<file path="config.mk">
export PLATFORM = sky130hd
export DESIGN_NAME = encoder_frame_check_limit_filter_top
export DESIGN_NICKNAME = d
export VERILOG_FILES = /design/src/rtl/encfl_pkg.sv /design/src/rtl/encoder_frame_check_limit_filter_top.sv /design/src/rtl/encfl_regs.sv /design/src/rtl/encfl_limiter.sv
export SDC_FILE = /design/constraint.sdc
export NUM_CORES = 1
export LEC_CHECK = 0
export BUFFER_PORTS_ARGS = -buffer_cell sky130_fd_sc_hd__buf_2
export CAP_MARGIN = 20
export CELL_PAD_IN_SITES_DETAIL_PLACEMENT = 1
export CELL_PAD_IN_SITES_GLOBAL_PLACEMENT = 1
export CORE_MARGIN = 5
export CORE_UTILIZATION = 46
export DETAILED_ROUTE_END_ITERATION = 12
export GPL_ROUTABILITY_DRIVEN = 0
export PLACE_DENSITY_LB_ADDON = 0.05
export SETUP_SLACK_MARGIN = 0.5
export SYNTH_ARGS = -nofsm -noshare
export SYNTH_HDL_FRONTEND = slang
export SYNTH_SLANG_ARGS = --single-unit
</file>
<file path="constraint.sdc">
create_clock -name clk -period 9.8 [get_ports clk]
set_input_delay 1.96 -clock clk [delete_from_list [all_inputs] [get_ports clk]]
set_output_delay 1.96 -clock clk [all_outputs]
set_load 0.005 [all_outputs]
</file>
<file path="src/rtl/encfl_pkg.sv">
// Package of shared types, constants and frame decode functions for the encoder frame check block.
`default_nettype none

package encfl_pkg;

	localparam int ANGLE_W     = 12;
	localparam int CNT_W       = 4;
	localparam int FRAME_W     = 18;
	localparam int WORD_W      = 24;
	localparam int CH_W        = 2;
	localparam int NUM_OFFSETS = 3;
	localparam int ADDR_W      = 5;
	localparam int DATA_W      = 32;
	localparam int CHANNELS_DEF = 3;

	localparam logic [ANGLE_W-1:0] THRESH_RST  = ANGLE_W'(55);
	localparam logic [CNT_W-1:0]   HOLDOFF_RST = CNT_W'(3);

	typedef enum logic [2:0] {
		REG_ZERO_CH0 = 3'd0,
		REG_ZERO_CH1 = 3'd1,
		REG_ZERO_CH2 = 3'd2,
		REG_THRESH   = 3'd3,
		REG_HOLDOFF  = 3'd4
	} reg_idx_t;

	typedef struct packed {
		logic [NUM_OFFSETS-1:0][ANGLE_W-1:0] zero_offset;
		logic [ANGLE_W-1:0]                  jump_threshold;
		logic [CNT_W-1:0]                    outlier_holdoff;
	} cfg_t;

	// The frame is bits 22 to 5 of the raw word; bit 23 is a dummy lead bit.
	function automatic logic [FRAME_W-1:0] frame_of(input logic [WORD_W-1:0] word);
		return word[22:5];
	endfunction

	// Even parity over all bits, OCF set, COF clear, no magnet alarms; LIN is ignored.
	function automatic logic frame_ok(input logic [FRAME_W-1:0] frame);
		return !(^frame) && frame[5] && !frame[4] && !frame[2] && !frame[1];
	endfunction

	function automatic logic [ANGLE_W-1:0] raw_angle(input logic [FRAME_W-1:0] frame);
		return frame[17:6];
	endfunction

endpackage

`default_nettype wire

</file>
<file path="src/rtl/encoder_frame_check_limit_filter_top.sv">
// Top level of the encoder frame check and glitch limit filter.
//
// Usage: each input transfer carries an encoder channel number and the three
// raw SSI bytes read from that encoder. Every input transfer produces exactly
// one output transfer with the filtered, zero-corrected angle and a flag that
// says whether the frame passed its parity and status checks. A rejected
// frame, or a channel beyond the configured count, gives position zero and
// valid_res low and leaves that channel's filter state alone.
// An input transfer is first captured in the input register; the check and
// limiter logic then feed the output register, which offers the result.
// Throughput is one transfer per cycle while the receiver does not stall, since
// the channel state is updated at the same edge that loads the output register,
// so the next item already sees it.
// When the receiver stalls, the output register holds its transfer and the
// input register fills; item_ready drops only when both are occupied.
// Reset clears both pipeline stages, all channel state, the offsets, and sets
// the threshold to 55 and the holdoff to 3. The APB-style port always answers
// at once; configuration should only be written while the block is idle.
`default_nettype none

module encoder_frame_check_limit_filter_top
	import encfl_pkg::*;
#(
	parameter int CHANNELS = CHANNELS_DEF
) (
	input  wire logic               clk,
	input  wire logic               arst_n,
	input  wire logic               psel,
	input  wire logic               penable,
	input  wire logic               pwrite,
	input  wire logic [ADDR_W-1:0]  paddr,
	input  wire logic [DATA_W-1:0]  pwdata,
	output logic      [DATA_W-1:0]  prdata,
	output logic                    pready,
	input  wire logic               item_valid,
	output logic                    item_ready,
	input  wire logic [CH_W-1:0]    channel,
	input  wire logic [WORD_W-1:0]  frame_bytes,
	output logic                    res_valid,
	input  wire logic               res_ready,
	output logic      [ANGLE_W-1:0] position,
	output logic                    valid_res
);

	cfg_t cfg;

	// Input stage.
	logic              valid_s1;
	logic [CH_W-1:0]   channel_s1;
	logic [WORD_W-1:0] frame_s1;

	// Output stage.
	logic               valid_s2;
	logic [ANGLE_W-1:0] position_s2;
	logic               valid_res_s2;

	logic               adv;
	logic [ANGLE_W-1:0] position_c;
	logic               valid_res_c;

	encfl_regs u_regs (
		.clk     (clk),
		.arst_n  (arst_n),
		.psel    (psel),
		.penable (penable),
		.pwrite  (pwrite),
		.paddr   (paddr),
		.pwdata  (pwdata),
		.prdata  (prdata),
		.pready  (pready),
		.cfg     (cfg)
	);

	// The output register can take a new result when it is empty or being emptied.
	assign adv        = !valid_s2 || res_ready;
	assign item_ready = !valid_s1 || adv;

	always_ff @(posedge clk or negedge arst_n) begin
		if (!arst_n) begin
			valid_s1 <= 1'b0;
		end else if (item_valid && item_ready) begin
			valid_s1 <= 1'b1;
		end else if (adv) begin
			valid_s1 <= 1'b0;
		end
	end

	always_ff @(posedge clk) begin
		if (item_valid && item_ready) begin
			channel_s1 <= channel;
			frame_s1   <= frame_bytes;
		end
	end

	encfl_limiter #(
		.CHANNELS (CHANNELS)
	) u_limiter (
		.clk         (clk),
		.arst_n      (arst_n),
		.cfg         (cfg),
		.upd         (valid_s1 && adv),
		.channel     (channel_s1),
		.frame_bytes (frame_s1),
		.position    (position_c),
		.valid_res   (valid_res_c)
	);

	always_ff @(posedge clk or negedge arst_n) begin
		if (!arst_n) begin
			valid_s2 <= 1'b0;
		end else if (adv) begin
			valid_s2 <= valid_s1;
		end
	end

	always_ff @(posedge clk) begin
		if (adv && valid_s1) begin
			position_s2  <= position_c;
			valid_res_s2 <= valid_res_c;
		end
	end

	assign res_valid = valid_s2;
	assign position  = position_s2;
	assign valid_res = valid_res_s2;

endmodule

`default_nettype wire

</file>
<file path="src/rtl/encfl_regs.sv">
// Configuration register file with its APB-style access port.
`default_nettype none

module encfl_regs
	import encfl_pkg::*;
(
	input  wire logic              clk,
	input  wire logic              arst_n,
	input  wire logic              psel,
	input  wire logic              penable,
	input  wire logic              pwrite,
	input  wire logic [ADDR_W-1:0] paddr,
	input  wire logic [DATA_W-1:0] pwdata,
	output logic      [DATA_W-1:0] prdata,
	output logic                   pready,
	output cfg_t                   cfg
);

	cfg_t       cfg_q;
	logic       wr_en;
	logic [2:0] idx;

	assign pready = 1'b1;
	assign wr_en  = psel && penable && pwrite;
	assign idx    = paddr[ADDR_W-1:2];
	assign cfg    = cfg_q;

	always_ff @(posedge clk or negedge arst_n) begin
		if (!arst_n) begin
			cfg_q.zero_offset     <= '0;
			cfg_q.jump_threshold  <= THRESH_RST;
			cfg_q.outlier_holdoff <= HOLDOFF_RST;
		end else if (wr_en) begin
			case (idx)
				REG_ZERO_CH0: cfg_q.zero_offset[0]   <= pwdata[ANGLE_W-1:0];
				REG_ZERO_CH1: cfg_q.zero_offset[1]   <= pwdata[ANGLE_W-1:0];
				REG_ZERO_CH2: cfg_q.zero_offset[2]   <= pwdata[ANGLE_W-1:0];
				REG_THRESH:   cfg_q.jump_threshold  <= pwdata[ANGLE_W-1:0];
				REG_HOLDOFF:  cfg_q.outlier_holdoff <= pwdata[CNT_W-1:0];
				default: ;
			endcase
		end
	end

	always_comb begin
		case (idx)
			REG_ZERO_CH0: prdata = DATA_W'(cfg_q.zero_offset[0]);
			REG_ZERO_CH1: prdata = DATA_W'(cfg_q.zero_offset[1]);
			REG_ZERO_CH2: prdata = DATA_W'(cfg_q.zero_offset[2]);
			REG_THRESH:   prdata = DATA_W'(cfg_q.jump_threshold);
			REG_HOLDOFF:  prdata = DATA_W'(cfg_q.outlier_holdoff);
			default:      prdata = '0;
		endcase
	end

endmodule

`default_nettype wire

</file>
<file path="src/rtl/encfl_limiter.sv">
// Frame check, zero correction and per-channel glitch limiter with its state.
`default_nettype none

module encfl_limiter
	import encfl_pkg::*;
#(
	parameter int CHANNELS = CHANNELS_DEF
) (
	input  wire logic               clk,
	input  wire logic               arst_n,
	input  cfg_t                    cfg,
	input  wire logic               upd,
	input  wire logic [CH_W-1:0]    channel,
	input  wire logic [WORD_W-1:0]  frame_bytes,
	output logic      [ANGLE_W-1:0] position,
	output logic                    valid_res
);

	logic [ANGLE_W-1:0] held_q  [CHANNELS];
	logic [CNT_W-1:0]   count_q [CHANNELS];

	logic [FRAME_W-1:0] frame;
	logic               ch_ok;
	logic               ok;
	logic [ANGLE_W-1:0] offset;
	logic [ANGLE_W-1:0] angle;
	logic [ANGLE_W-1:0] held;
	logic [CNT_W-1:0]   count;
	logic [ANGLE_W-1:0] step;
	logic               take;
	logic [ANGLE_W-1:0] held_nxt;
	logic [CNT_W-1:0]   count_nxt;

	assign frame  = frame_of(frame_bytes);
	assign ch_ok  = int'(channel) < CHANNELS;
	assign ok     = ch_ok && frame_ok(frame);
	// Channels beyond the offset registers run without a zero correction.
	assign offset = (int'(channel) < NUM_OFFSETS) ? cfg.zero_offset[channel] : '0;
	assign angle  = raw_angle(frame) - offset;

	always_comb begin
		held  = '0;
		count = '0;
		for (int i = 0; i < CHANNELS; i++) begin
			if (i == int'(channel)) begin
				held  = held_q[i];
				count = count_q[i];
			end
		end
	end

	assign step = (angle >= held) ? (angle - held) : (held - angle);

	always_comb begin
		take = 1'b1;
		if (step >= cfg.jump_threshold) begin
			take = (count >= cfg.outlier_holdoff);
		end
		held_nxt  = take ? angle : held;
		count_nxt = take ? '0 : count + CNT_W'(1);
	end

	always_ff @(posedge clk or negedge arst_n) begin
		if (!arst_n) begin
			for (int i = 0; i < CHANNELS; i++) begin
				held_q[i]  <= '0;
				count_q[i] <= '0;
			end
		end else if (upd && ok) begin
			for (int i = 0; i < CHANNELS; i++) begin
				if (i == int'(channel)) begin
					held_q[i]  <= held_nxt;
					count_q[i] <= count_nxt;
				end
			end
		end
	end

	assign position  = ok ? held_nxt : '0;
	assign valid_res = ok;

endmodule

`default_nettype wire

</file>
[After elaboration in Yosys (flattened, before gate mapping)]
Cells that the tools add are included.
Word-level totals
  flip-flop bits (word level): 140
  latch bits: 0
  RAM bits: 0
  memory bits (read-only): 0
  input port bits: 70
  output and inout port bits: 48
  word-level logic and storage cells: 78
  memories kept: 0
Operators by class
  add/subtract/negate cells: 4
  $mul: 0
  div/mod/pow operators: 0
  magnitude comparators: 5
  equality and inequality tests: 6
  shift-type cells: 0
  mux-type cells: 16
  bitwise logic cells: 0
  reduce and logical (&&, ||, !) cells: 30
Operator list (number)
  12-bit two-way mux: 7
  12-bit case mux with 5 select lines: 1
  12-bit subtractor: 3
  12-bit binary-select mux with 2-bit select: 1
  12-bit >= comparator: 2
  18-bit XOR reduction: 1
  4-bit two-way mux: 4
  2-bit AND reduction: 8
  1-bit logical AND: 10
  3-bit by 2-bit == test with 1-bit output (second input constant): 2
  1-bit logical NOT: 6
  4-bit by 1-bit adder with 4-bit output (second input constant): 1
  2-bit == test (first input constant): 2
  4-bit >= comparator: 1
  3-bit by 1-bit == test with 1-bit output (second input constant): 1
  3-bit == test (second input constant): 1
  3-bit logical NOT: 1
  2-bit by 3-bit less-than comparator with 1-bit output (second input constant): 1
  1-bit two-way mux: 3
  2-bit logical NOT: 1
  1-bit logical OR: 2
  2-bit less-than comparator (second input constant): 1
  2-bit nonzero test: 1

[Longest topological paths before layout]
Gate-level depths: netlist of the first run.
  depth in word-level cells: 9
  mapped depth: 32
  depth with buffers taken out: 26

[By module]
Synthesis of the first run repeated with hierarchy kept, for this count alone.
Second synthesis, totals
  cells, all modules: 802
  area, all modules: 8669.6 µm²
By module, submodules not included
  encfl_limiter: times used 1, cells each 571, area each 4748.3 µm², sequential area each 1201.2 µm²
  encfl_regs: times used 1, cells each 184, area each 2646.3 µm², sequential area each 1310.0 µm²
  encoder_frame_check_limit_filter_top: times used 1, cells each 47, area each 1275.0 µm², sequential area each 1221.2 µm²

[Least setup slack after synthesis of the first run]
Ideal clock, no wire load.
  path type: flip-flop to flip-flop
  start point: register channel_s1[0]
  end point: register position_s2[3] (netlist: position[3]), data pin
  setup time: 0.261 ns
  data arrival time: 6.545 ns
  data required time: 9.539 ns
  path slack: 2.994 ns
  stages on the path, launching flop included: 31
  buffers on the path: 6
  period minus slack after synthesis: 6.806 ns
  path through: edfxtp_1 -> buf_2 -> buf_2 -> buf_2 -> buf_2 -> mux2i_1 -> o21ai_0 -> ha_1 -> fa_1 -> nor2b_1 -> nor2_1 -> o221a_2 -> o21bai_1 -> xor2_1 -> ha_1 -> clkbuf_2 -> o21ai_0 -> nor2_1 -> nor4_1 -> a21oi_1 -> nor2_4 -> mux2_2 -> xnor2_1 -> ha_1 -> nand2_1 -> o21ai_0 -> a41oi_1 -> nor3_2 -> buf_2 -> mux2i_1 -> nor2_1
On the way
  cells in the longest elaborated chain, start to end: 9
  elaborated cells on any way between the ends: 23
  those cells by class: 3 x add/sub; 4 x order compare; 2 x eq/ne; 12 x mux; 2 x reduce/logical
RTL lines
  start: declaration: line encoder_frame_check_limit_filter_top.sv:49  | logic [CH_W-1:0] channel_s1;
  start signal: assignment: line encoder_frame_check_limit_filter_top.sv:90  | channel_s1 <= channel;
  12-bit binary-select mux with 2-bit select / 2-bit logical NOT (equally long branches): line encfl_limiter.sv:38, encfl_limiter.sv:45
  12-bit two-way mux (on tied branches) (2 in series): line encfl_limiter.sv:38, encfl_limiter.sv:45
  12-bit subtractor / 12-bit two-way mux (equally long branches): line encfl_limiter.sv:39, encfl_limiter.sv:45
  12-bit subtractor / 12-bit >= comparator (equally long branches): line encfl_limiter.sv:52  | assign step = (angle >= held) ? (angle - held) : (held - angle);
  12-bit two-way mux: line encfl_limiter.sv:52
  12-bit >= comparator: line encfl_limiter.sv:56  | if (step >= cfg.jump_threshold) begin
  1-bit two-way mux: line encfl_limiter.sv:56
  12-bit two-way mux: line encfl_limiter.sv:59  | held_nxt = take ? angle : held;
  end signal: assignment: line encoder_frame_check_limit_filter_top.sv:118  | position_s2 <= position_c;
  end: declaration: line encoder_frame_check_limit_filter_top.sv:54  | logic [ANGLE_W-1:0] position_s2;
Several ways; a longest one is shown, not always the timed one. The select of a mux whose other input is x is not followed.
A chain may end at the register's enable or synchronous reset.

[Final worst setup path of the first run]
  start point: register channel_s1[1]
  end point: register position_s2[10] (netlist: position[10]), data pin
The elaborated chain is that of the path after synthesis.

==> impl_metrics.yaml, run 1 <==
run_status:
  status: "complete, no violations"
placement:
  dp_hpwl_um: 15900
  place_area_mm2: 0.00886
  io_buffers: 68
route:
  viasPerCell: 5.48
  drt_iter0_drc: 225
  routedWlPerCell_um: 19.8
  routed_wirelength_um: 21800
  dr.pass1.iters: 5
  ant_nets: 0
  vias: 6032
  drc: 0
pwr:
  p_leak_nw: 4.37
  ir_worst_vdd_mv: 0.155
  powerDensity_mw_per_mm2: 267
clock_network:
  ctsHoldBuffers: 0
  htreeDepth: 4
  cts.path.max_buffers: 2
  cts_resized: 0
  cts_tree: "yes"
  cts_setup_buffers: 0
  worstSkewPairLatency_ns: 0.43
  cts-buffers-inserted: 17
  clock_sinks: 135
  clk_pin_slew_ns: 0.06
  cts-root-buf: "clkbuf_16"
grt:
  grtUsageMet2_pct: 36.9
  antenna_found_initial: 0
  grt_pass1_wl_um: 35900
  grt-busiest-layer: "met2"
  grt_start_max_net_pins: 61
  met1_usage_pct: 27.0
  first_global_vias: 6687
  track_usage_pct: 21.3
  gr-total-overflow: 0
  use_met3_pct: 4.49
timing:
  max_slew_margin_pct: 30.4
  setup_viol: 0
  setup_tns_ns: 0
  period_minus_slack_ns: 7.81
  skew_ns: 0.0134
  hold_viol_final: 0
  finalCritPeriodShare_pct: 79.7
  worstMarginPinSlew_ns: 1.04
  slew_violations: 0
  rsz0062_at_grt: "no"
  max_freq_mhz: 128
logic_synthesis:
  yosysWarnings: 0
  syn_avg_cell_area_um2: 10.5
  yosys.cell_count.top_type: "dfrtp_1"
  synthTopCellsByCount: "95 x dfrtp_1, 74 x nand2_1, 65 x o21ai_0"
  synth_area_leaders: "dfrtp_1 28%, edfxtp_1 12%, mux2_2 7.9%"
  ys_ff_latch: 135
  netlist_area_mm2: 0.00842
  synth-main-ff-cell: "dfrtp_1"
  synthArstFlopShare_pct: 75.6
  synth_edf_count: 33
  synth.top_cell.area_share_pct: 28.2
  synthCells: 800
  synth_top_area_cell: "dfrtp_1"
  synth_seq_area_share_pct: 42.2
  ys_types: 64
min_path:
  hold_class: "reg -> reg"
cells_and_area:
  final_cell_area_mm2: 0.00945
  diodes: 0
  drive_gt1_share_pct: 23.1
  syn_to_final_growth_pct: 12.3
  multi_input_area_mm2: 0.00445
  layout.nets: 984
  ff_latch_area_mm2: 0.00355
  fillCellCount: 1984
setup_path:
  cp.buffers_inverters: 2
  critPathMaxFanout: 33
  slowest_delay_ns: 0.82
  cp_slowest_cell: "nor2b_4"
  endpoint_kind: "flop"
  cp.required_ns: 10.09
  path_delay_family: "simple AND/OR/NAND/NOR gates"
  cp.arrival_ns: 8.11
  critPathLaunchType: "flop"
  path_class: "reg -> reg"
floorplan:
  row_count: 49
  die_w_um: 145
  core_mm2: 0.0180
  fp.dieH_um: 145
  io_pins: 118
  die_area_mm2: 0.0211
  start_util_pct: 46.8
flow_run:
  maxCapViolCount: 0
[power by group]
group	total, mW	internal [mW]	leakage, nW	switching, mW
sequential	0.738	0.680	1.64	0.0577
combinational	1.14	0.466	2.46	0.673
clock	0.642	0.371	0.275	0.271
[logic make-up (layout without fill, tap and decap cells)]
logic type / after synthesis / after routing / synth area share [%]
flip-flops: 135 / 135 / 42.2
AO/OA/AOI/OAI: 152 / 152 / 10.4
AND/OR/NAND/NOR: 186 / 186 / 11.0
multiplexers: 127 / 127 / 17.4
other: 2 / 21 / 0.0892
XOR/XNOR: 39 / 39 / 4.42
adder cells (fa/ha/maj): 56 / 56 / 8.59
buffers and inverters: 103 / 155 / 5.93
[sequential cells by signal, summed over array words and instances (netlist names)]
signal,count
u_regs.cfg,52
u_limiter.held_q,36
frame_s1,18
position,12
u_limiter.count_q,12
channel_s1,2
res_valid,1
valid_res,1
valid_s1,1
[layout make-up]
class / instances / share of cell area, %
well taps: 229 / 3.03
repair buffers: 75 / 4.19
clock inverters: 13 / 1.40
inverters: 48 / 1.91
clock buffers: 19 / 4.81
multi-input cells: 581 / 47.1
flip-flops and latches: 135 / 37.6
[through the flow]
step	cells	utilization (%)	setup WS, ns	power (mW)	hold WS, ns
after floorplan	819	-	2.99	1.57	0.449
after global placement	1068	49.3	2.14	1.84	0.460
after detailed placement	1068	49.3	1.91	1.89	0.471
after CTS	1100	52.6	1.85	2.55	0.483
after global routing	1100	52.6	1.26	2.72	0.517
final	1100	52.6	1.99	2.52	0.481
[placed cells by master (no fill, tap or decap), drive strengths merged, types with 33 or more instances in the layout]
| cell type | Yosys | routed |
|---|---|---|
| dfrtp | 95 | 95 |
| buf | 37 | 75 |
| nand2 | 74 | 74 |
| o21ai | 66 | 66 |
| mux2 | 63 | 63 |
| mux2i | 56 | 56 |
| inv | 48 | 55 |
| ha | 53 | 53 |
| a21oi | 50 | 50 |
| nor2 | 41 | 41 |
| edfxtp | 33 | 33 |
[worst register-to-register path: cells and delay by family, from the launching register on]
| kind | cells | cell delay [ns] |
|---|---|---|
| AND/OR/NAND/NOR | 8 | 2.35 |
| AO/OA/AOI/OAI | 8 | 1.91 |
| adder cells (fa/ha/maj) | 3 | 1.11 |
| multiplexers | 2 | 0.91 |
| buffers and inverters | 2 | 0.71 |
| XOR/XNOR | 2 | 0.39 |
| flip-flops | 1 | 0.32 |
[worst paths after layout]
| kind | start | to | slack, ns | cells after the start |
|---|---|---|---|---|
| max | channel_s1[1] | position[10] | 1.99 | 25 |
| min reg2reg | u_limiter.held_q[30] | u_limiter.held_q[30] | 0.48 | 2 |
| min in group asynchronous | arst_n | u_regs.cfg[25] | 1.53 | 1 |
| max reg2reg | channel_s1[1] | position[10] | 1.99 | 25 |
| min | u_limiter.held_q[30] | u_limiter.held_q[30] | 0.48 | 2 |
| max in group asynchronous | arst_n | u_limiter.count_q[3] | 7.07 | 2 |
[metal layers]
metal | up-vias | share of wire, %
met5 | - | 0
met4 | 0 | 1.8
met3 | 25 | 3.0
met2 | 99 | 50
met1 | 3029 | 45
li1 | 2879 | -
Note: power is estimated with default switching activity, not from simulation.
==> run 2, diff against run 1 <==
==> constraint.sdc (replaced) <==
create_clock -name clk -period 7.6 [get_ports clk]
set_input_delay 1.52 -clock clk [delete_from_list [all_inputs] [get_ports clk]]
set_output_delay 1.52 -clock clk [all_outputs]
set_load 0.005 [all_outputs]
==> run 2 against run 1 <==
  * Wire length rose by 0.79%
  * Critical path type unchanged
  * Highest routed layer unchanged
  * Via count rose by 1.4%
  * Maximum frequency rose by 16%
  * Final area rose by 1.7%
  * Setup slack got worse by 1.1 ns
==> impl_metrics.yaml, run 2 (synthesis gave the netlist of run 1 again) <==
setup_path:
  critPathLaunchType: "flop"
  critPathMaxFanout: 16
  cp.arrival_ns: 6.94
  slowest_delay_ns: 0.43
  endpoint_kind: "flop"
  cp.required_ns: 7.79
  cp_slowest_cell: "edfxtp_1"
  path_class: "reg -> reg"
pwr:
  p_switching_mw: 1.31
  p_seq_share_pct: 27.8
  pwr-share-clk_pct: 26.0
  power_frac_comb_pct: 46.2
  ir_worst_vdd_mv: 0.326
  intPower_mw: 2.12
  p_sw_share_pct: 38.2
  powerDensity_mw_per_mm2: 357
  p_leak_nw: 4.47
clock_network:
  worstSkewPairLatency_ns: 0.43
  clk_pin_slew_ns: 0.06
  clock_sinks: 135
  cts.path.max_buffers: 2
  cts-buffers-inserted: 17
  cts_tree: "yes"
  ctsHoldBuffers: 0
  cts-root-buf: "clkbuf_16"
  htreeDepth: 4
route:
  vias: 6114
  ant_nets: 0
  drc: 0
  routed_wirelength_um: 21900
  dr.pass1.iters: 4
  drt_iter0_drc: 228
  routedWlPerCell_um: 19.7
  viasPerCell: 5.50
cells_and_area:
  stdcell_count: 1112
  multi_input_area_mm2: 0.00447
  syn_to_final_growth_pct: 14.2
  layout.nets: 996
  layout_commonest_cell: "dfrtp_1"
  diodes: 0
  largest_reg_flops: 52
  drive_gt1_share_pct: 24.6
  mostFrequentLayoutCells: "95 x dfrtp_1, 74 x nand2_1, 67 x buf_2, 64 x o21ai_0, 59 x mux2_2"
  ff_latch_area_mm2: 0.00355
  fillCellCount: 2004
floorplan:
  die_area_mm2: 0.0211
  io_pins: 118
  row_count: 49
  core_mm2: 0.0180
  fp.dieH_um: 145
  start_util_pct: 46.8
  die_w_um: 145
grt:
  first_global_vias: 6725
  track_usage_pct: 21.2
  grt_pass1_wl_um: 35900
  antenna_found_initial: 0
  gr-total-overflow: 0
  grt_start_max_net_pins: 60
timing:
  hold_viol_final: 0
  max_slew_margin_pct: 33.4
  skew_ns: 0.00891
  slew_violations: 0
  period_minus_slack_ns: 6.75
  max_freq_mhz: 148
  worstMarginPinSlew_ns: 0.997
  finalCritPeriodShare_pct: 88.8
  setup_tns_ns: 0
  setup_viol: 0
  rsz0062_at_grt: "no"
  whs_ns: 0.483
run_status:
  status: "complete, no violations"
flow_run:
  maxCapViolCount: 0
placement:
  io_buffers: 68
  dp_hpwl_um: 16000
  dp.cells: 1072
min_path:
  hold_class: "reg -> reg"
==> run 2: power by group through the flow <==
stage               Combinational (mW)  Clock [mW]  Sequential (mW)
floorplan                         1.09           0            0.941
detailed placement                1.51           0            0.965
global route                      1.75       0.944            0.968
CTS                               1.53       0.906            0.953
finish                            1.58       0.891            0.952
global placement                  1.46           0            0.953
==> run 2: final cells by class <==
| class | count | share of cell area [%] |
|---|---|---|
| Inverter | 48 | 1.88 |
| Sequential cell | 135 | 37.0 |
| Tap cell | 229 | 2.98 |
| Multi-Input combinational cell | 581 | 46.5 |
| Clock inverter | 13 | 2.01 |
| Clock buffer | 19 | 4.51 |
| Timing Repair Buffer | 87 | 5.18 |
==> run 2: metal layers <==
| layer | track usage [%] | wire, um | share of wire [%] |
|---|---|---|---|
| met5 | 0 | 0 | 0 |
| met2 | 36.6 | 11300 | 52 |
| met4 | 6.67 | 408 | 1.9 |
| met1 | 27.2 | 9610 | 44 |
| met3 | 3.80 | 600 | 2.7 |
==> run 2: final timing paths <==
path / startpoint / to / slack, ns / depth (start not counted)
max: channel_s1[0] / position[10] / 0.85 / 29
min: u_limiter.held_q[28] / u_limiter.held_q[28] / 0.48 / 2
max reg2reg: channel_s1[0] / position[10] / 0.85 / 29
min reg2reg: u_limiter.held_q[28] / u_limiter.held_q[28] / 0.48 / 2
max in group asynchronous: arst_n / u_limiter.held_q[0] / 5.32 / 2
min in group asynchronous: arst_n / u_regs.cfg[25] / 1.08 / 1
==> run 2: repair_timing <==
action	CTS	global route
buffers inserted	0	8
endpoints found under the hold margin	0	0
gates resized for setup	1	6
setup endpoints to repair	48	58
pin swaps	0	1
==> run 2: stage by stage <==
| stage | setup slack [ns] | utilization, % | cell area (um^2) | power (mW) |
|---|---|---|---|---|
| 2_1_floorplan | 0.794 | - | 8490 | 2.03 |
| 3_3_place_gp | 0.697 | 49.5 | 8900 | 2.41 |
| 3_5_place_dp | 0.447 | 49.5 | 8900 | 2.47 |
| 4_1_cts | 0.529 | 53.0 | 9530 | 3.39 |
| 5_1_grt | 0.480 | 53.5 | 9610 | 3.67 |
| 6_report | 0.850 | 53.5 | 9610 | 3.43 |
==> run 2: worst max-delay path: cells and delay by family, from the launching register on <==
kind                     cells  cell delay [ns]
AO/OA/AOI/OAI                9             1.62
AND/OR/NAND/NOR              8             1.48
adder cells (fa/ha/maj)      3             0.99
buffers and inverters        4             0.83
multiplexers                 3             0.57
XOR/XNOR                     2             0.56
flip-flops                   1             0.43
